===== src/hw/rtl/kptmm_pkg.sv =====
// Shared types and constants for the keyed price table with min/max tracking.
package kptmm_pkg;

  localparam int unsigned DATA_W      = 32;
  localparam int unsigned CNT_OUT_W   = 7;
  localparam int unsigned IN_TDATA_W  = 64;
  localparam int unsigned OUT_TDATA_W = 104;

  // Controller states
  typedef enum logic [1:0] {
    ST_IDLE,
    ST_SCAN,
    ST_WRITE
  } state_e;

  // Probe that walks the cell chain: lookup flags and running aggregates
  typedef struct packed {
    logic [DATA_W-1:0] key;
    logic [DATA_W-1:0] value;
    logic              hit;
    logic              free;
    logic              any;
    logic [DATA_W-1:0] top_stamp;
    logic [DATA_W-1:0] latest;
    logic [DATA_W-1:0] max_val;
    logic [DATA_W-1:0] min_val;
  } probe_t;

  // Table write request broadcast to all cells
  typedef struct packed {
    logic              en;
    logic [DATA_W-1:0] stamp;
    logic [DATA_W-1:0] value;
  } wr_t;

endpackage


===== src/hw/rtl/kptmm_cell.sv =====
// One table entry of the chain: holds a record, updates the passing probe.
module kptmm_cell #(
  parameter int unsigned IDX   = 0,
  parameter int unsigned IDX_W = 6,
  parameter int unsigned CNT_W = 7
) (
  input  logic                clk_i,
  input  logic                rst_ni,
  input  kptmm_pkg::probe_t   probe_i,
  input  logic [IDX_W-1:0]    slot_i,
  input  logic [CNT_W-1:0]    cnt_i,
  output kptmm_pkg::probe_t   probe_o,
  output logic [IDX_W-1:0]    slot_o,
  output logic [CNT_W-1:0]    cnt_o,
  input  kptmm_pkg::wr_t      wr_i,
  input  logic [IDX_W-1:0]    wr_idx_i
);
  import kptmm_pkg::*;

  logic              valid_q;
  logic [DATA_W-1:0] stamp_q;
  logic [DATA_W-1:0] value_q;

  probe_t            probe_d, probe_q;
  logic [IDX_W-1:0]  slot_d, slot_q;
  logic [CNT_W-1:0]  cnt_d, cnt_q;

  logic match;
  logic wr_sel;

  assign match  = valid_q && (stamp_q == probe_i.key);
  assign wr_sel = wr_i.en && (wr_idx_i == IDX_W'(IDX));

  // Probe update: lookup, lowest free entry, aggregates over other entries
  always_comb begin
    probe_d = probe_i;
    slot_d  = slot_i;
    cnt_d   = cnt_i;
    if (match) begin
      probe_d.hit = 1'b1;
      slot_d      = IDX_W'(IDX);
    end else if (!valid_q && !probe_i.free && !probe_i.hit) begin
      probe_d.free = 1'b1;
      slot_d       = IDX_W'(IDX);
    end
    // the probe's own key is folded in at the end of the chain
    if (valid_q && !match) begin
      cnt_d = cnt_i + CNT_W'(1);
      if (!probe_i.any) begin
        probe_d.any       = 1'b1;
        probe_d.top_stamp = stamp_q;
        probe_d.latest    = value_q;
        probe_d.max_val   = value_q;
        probe_d.min_val   = value_q;
      end else begin
        if (stamp_q > probe_i.top_stamp) begin
          probe_d.top_stamp = stamp_q;
          probe_d.latest    = value_q;
        end
        if (value_q > probe_i.max_val) begin
          probe_d.max_val = value_q;
        end
        if (value_q < probe_i.min_val) begin
          probe_d.min_val = value_q;
        end
      end
    end
  end

  // Probe stage, shifts every cycle
  always_ff @(posedge clk_i) begin
    probe_q <= probe_d;
    slot_q  <= slot_d;
    cnt_q   <= cnt_d;
  end

  // Entry valid bit
  always_ff @(posedge clk_i or negedge rst_ni) begin
    if (!rst_ni) begin
      valid_q <= 1'b0;
    end else if (wr_sel) begin
      valid_q <= 1'b1;
    end
  end

  // Entry record
  always_ff @(posedge clk_i) begin
    if (wr_sel) begin
      stamp_q <= wr_i.stamp;
      value_q <= wr_i.value;
    end
  end

  assign probe_o = probe_q;
  assign slot_o  = slot_q;
  assign cnt_o   = cnt_q;

endmodule


===== config.mk =====
export PLATFORM = sky130hd
export DESIGN_NAME = kptmm_cell
export DESIGN_NICKNAME = d
export VERILOG_FILES = /design/src/hw/rtl/kptmm_pkg.sv /design/src/hw/rtl/kptmm_cell.sv
export SDC_FILE = /design/constraint.sdc
export NUM_CORES = 1
export LEC_CHECK = 0
export BUFFER_PORTS_ARGS = -buffer_cell sky130_fd_sc_hd__buf_2
export CAP_MARGIN = 10
export CORE_AREA = 2 2 193 195
export DETAILED_ROUTE_END_ITERATION = 10
export DIE_AREA = 0 0 195 197
export MAX_ROUTING_LAYER = met4
export SYNTH_ARGS = -nofsm -noshare
export SYNTH_HDL_FRONTEND = slang
export SYNTH_SLANG_ARGS = --single-unit

===== constraint.sdc =====
create_clock -name clk_i -period 2.6 [get_ports clk_i]
set_input_delay 0.13 -clock clk_i [delete_from_list [all_inputs] [get_ports clk_i]]
set_output_delay 0.13 -clock clk_i [all_outputs]
set_load 0.01 [all_outputs]

* Yosys cells after proc, flatten, opt, wreduce, memory -nomap -nowiden
Index checks and enable logic that the tools add are counted.
** Word-level totals
- Register bits after elaboration :: 273
- Bits in latches :: 0
- Memory bits (writable) :: 0
- Bits in read-only memories :: 0
- Word-level logic and storage cells :: 38
- Memories kept :: 0
** Operators by class
- Add/subtract/negate cells :: 1
- Multiply operators :: 0
- Divide/modulo/power cells :: 0
- $lt $le $gt $ge :: 3
- Equality and inequality tests :: 1
- Shifts and indexed selects :: 0
- Muxes and demuxes :: 8
- Bitwise gates (word level) :: 0
- Reduce and logical (&&, ||, !) cells :: 11
** Operators by type and width (count)
- $mux W128 :: 2
- $gt A32 B32 Y1 :: 2
- $mux W32 :: 2
- $mux W64 :: 1
- $eq A32 B32 Y1 :: 1
- $lt A32 B32 Y1 :: 1
- $add A7 B1 Y7 const B :: 1
- $mux W7 :: 1
- $logic_not A6 Y1 :: 1
- $logic_and A1 B1 Y1 :: 5
- $logic_not A1 Y1 :: 4
- $mux W1 :: 2
- $reduce_or A2 Y1 :: 1

* Longest topological paths before layout
- Word-level depth :: 5
- Mapped depth :: 10

* Least setup slack after synthesis
No wires, ideal clock.
- Path kind :: input-to-reg
- Start :: in wr_idx_i[2]
- End :: reg valid_q
- Setup time :: 0.104 ns
- Arrival time :: 7.543 ns
- Data required time :: 2.496 ns
- Path slack :: -5.047 ns
- Stages :: 3
- Buffers on the path :: 0
- Cells stage by stage :: or4b_2 nor4_1 or2_2
** On the way
- Cells in the longest elaborated chain, start to end :: 2
** Ends and longest elaborated chain
- from (decl) :: line kptmm_cell.sv:16 : input logic [IDX_W-1:0] wr_idx_i
- $logic_not A6 Y1 :: line kptmm_cell.sv:32 : assign wr_sel = wr_i.en && (wr_idx_i == IDX_W'(IDX));
- $logic_and A1 B1 Y1 :: line kptmm_cell.sv:32
- net wr_sel :: line kptmm_cell.sv:29 : logic wr_sel;
- to (signal assigned) :: line kptmm_cell.sv:80 : valid_q <= 1'b0;
- to (signal assigned) :: line kptmm_cell.sv:82 : valid_q <= 1'b1;
- to (decl) :: line kptmm_cell.sv:20 : logic valid_q;
The timed path passes the listed nets, and every way through them passes these cells.
A chain may end at the register's enable or synchronous reset.

==> impl_metrics.ini <==
[floorplanning]
design.core.area_um2 = 36300
start_util_pct = 29.8
rows = 70
io-pin-count = 489
die_y_um = 197
die-area_um2 = 38400
fp.dieW_um = 195

[setup_path]
max_stage_delay_ps = 520
cp_cell_sequence = ha_4 -> nand4_1 -> nor4_4 -> buf_4 -> nand4_1 -> a21oi_2 -> nor3_2 -> nor3_4 -> buf_6 -> clkbuf_16 -> mux2_2
arrival_ps = 3310
cpMaxStageDelayCell = edfxtp_1
crit_type = flip-flop to flip-flop
crit_path_start_kind = flip-flop
cp-end-kind = flip-flop
worstPathMaxFanout = 8
rr_worst_depth = 11
timing.critical_path.mode_cell = nand4_1
cp_data_required_time_ps = 3040

[timing]
fmax_mhz = 349
finalHoldViolations = 0
fin_crit_ps = 2860
clock_skew_ps = 12.6
slew-limit-headroom_pct = 69.1
report.final.slew_viol_count = 0
period_share_pct = 110
setup_slack_ps = -262
tightestPinTransition_ps = 460
setup_viol = 64
hold_ws_ps = 13.9
rsz0062_at_grt = true
setup_tns_ps = -12080

[status]
violations = negative setup slack
status = finished with violations

[route]
via_per_inst = 4.45
drt_pass1_iterations = 6
drt_iter0_markers = 245
wl_per_cell_um = 19.5
vias = 9883
drtAntennaViolNets = 0
route.detailed.drc = 0
drt_wl_total_mm = 43.2

[yosys]
synthCells = 833
ys_ff_latch = 273
yosysSeqAreaShare_pct = 56.6
ys_types = 48
yosys_warnings = 0
synth_area_um2 = 10800
ys.flop_type = dfxtp_1
async_flop_share_pct = 0.366
avgSynthCellArea_um2 = 13.0
synth_nets = 1210
synth_edf_count = 64

[layout]
final_common_cell = buf_2
fin_nets = 2104
final_area_um2 = 19100
layout_common_cells = buf_2, dlygate4sd3_1, dfxtp_1
drive_gt1_share_pct = 45.6
syn2layout_area_growth_pct = 76.7

[clocking]
cts.path.max_buffers = 3
insertion_delay_ps = 560
cts_tree = built
path_clk_slew_ps = 60
clock_sinks = 273
h-tree-depth = 1
cts_made_buffers = 29
root_buffer = clkbuf_16

[power]
ir_drop_mv = 0.686
p_leak_nw = 9.13
power_density_nw_per_um2 = 593

[global_route]
grt_start_max_net_pins = 32
grt_usage_pct = 21.6
grt_pass1_vias = 10800
antenna_found_initial = 2
grt_pass1_wl_mm = 61.2
grt_overflow_total = 0

[placed_design]
place_congestion = 0.845
postPlaceCellArea_um2 = 14400
io_buffers = 488
hpwl_mm = 28.9

[min_path]
min-delay-path-class = primary input to flip-flop
whs_path_depth = 3

[job]
maxCapViolations = 0
## cell type report
type                    count  area, um^2
fillers                  3014       17200
repair buffers            875        6370
flip-flops and latches    273        6110
multi-input cells         450        4700
clock buffers              39         823
well taps                 468         586
inverters                  98         368
clock inverters            14         125
diodes                      2        5.00
## path summary, 6_finish.rpt
path                                             from                 endpoint  slack (ps)
max in group asynchronous                      rst_ni      valid_q$_DFFE_PN0P_        2050
worst max-delay path            value_q[30]$_DFFE_PP_      probe_o[42]$_DFF_P_        -260
min in group asynchronous                      rst_ni      valid_q$_DFFE_PN0P_         440
worst min-delay path                     probe_i[128]  probe_o[128]$_SDFF_PP1_          10
worst max register to register  value_q[30]$_DFFE_PP_      probe_o[42]$_DFF_P_        -260
worst min register to register   stamp_q[6]$_DFFE_PP_     probe_o[102]$_DFF_P_         570
## synthesized netlist by cell type (2+ instances only)
library cell | instances | area share [%]
and2_1 | 7 | 0.41
mux2_2 | 37 | 3.9
a211oi_1 | 4 | 0.28
ha_1 | 96 | 11
o211ai_1 | 2 | 0.14
and4_1 | 3 | 0.24
nor3_2 | 2 | 0.19
a21o_1 | 2 | 0.14
nor2b_1 | 5 | 0.29
xnor2_1 | 37 | 3.0
mux2_1 | 62 | 6.5
mux2_4 | 30 | 4.2
nor4_2 | 2 | 0.23
nand3_1 | 4 | 0.19
o41ai_1 | 2 | 0.16
buf_4 | 6 | 0.42
inv_1 | 98 | 3.4
a21oi_1 | 44 | 2.0
nand2_1 | 28 | 0.97
dfxtp_1 | 208 | 39
nand4_1 | 26 | 1.5
buf_6 | 3 | 0.31
and3_1 | 2 | 0.12
nor2_1 | 11 | 0.38
edfxtp_1 | 64 | 18
o21ai_0 | 19 | 0.88
nor3_1 | 5 | 0.23
nor4_1 | 2 | 0.12
buf_12 | 3 | 0.56
## flip-flops by register name (all words and copies together) (netlist names)
register,count
probe_o,195
stamp_q,32
value_q,32
cnt_o,7
slot_o,6
valid_q,1
## repair_timing
| action | CTS | global route |
|---|---|---|
| gates cloned | 6 | 5 |
| gates resized for setup | 37 | 90 |
| hold buffers | 275 | 0 |
| endpoints found under the setup margin | 134 | 135 |
| setup buffers | 21 | 8 |
| endpoints found under the hold margin | 272 | 0 |
| pin swaps | 28 | 18 |
## power by group
part / total [mW] / leakage (nW) / switching (mW) / internal (mW)
combinational: 2.43 / 6.32 / 1.04 / 1.38
clock: 4.13 / 0.474 / 1.73 / 2.41
sequential: 4.75 / 2.34 / 0.105 / 4.65
total: 11.3 / 9.13 / 2.87 / 8.44
## metal layers
layer | up-vias | track usage [%] | share of wire (%)
li1 | 4721 | - | -
met1 | 4676 | 22.6 | 38
met2 | 406 | 40.1 | 52
met3 | 80 | 4.26 | 6.2
met4 | 0 | 7.94 | 3.5
met5 | - | - | 0
## worst max-delay path: cells and delay by family (launching register included)
kind | cells | cell delay, ps
AND/OR/NAND/NOR | 5 | 850
flip-flops | 1 | 520
buffers and inverters | 3 | 500
multiplexers | 1 | 340
adder cells (fa/ha/maj) | 1 | 330
AO/OA/AOI/OAI | 1 | 190
## metrics by stage
step,utilization [%],total power [mW],setup WS (ps),std cells
3_3_place_gp,39.7,6.46,-498,1856
5_1_grt,52.6,11.8,-395,2219
4_1_cts,51.2,11.2,-261,2207
6_report,52.6,11.3,-262,2219
2_1_floorplan,-,5.68,-627,833
3_5_place_dp,39.7,6.48,-494,1856
## cells by family (layout without fill, tap and decap cells)
kind of cell,Yosys count,count (layout),share of synthesized area [%]
AOI/OAI and AO/OA,85,85,4.77
xor gates and xnor gates,38,38,3.08
adders and majority gates,96,96,11.1
buffers and inverters,110,1026,4.69
DFF,273,273,56.6
muxes,129,129,14.5
other,0,2,0
and+or+nand+nor,102,102,5.26
Power figures use the tool's default switching activity.
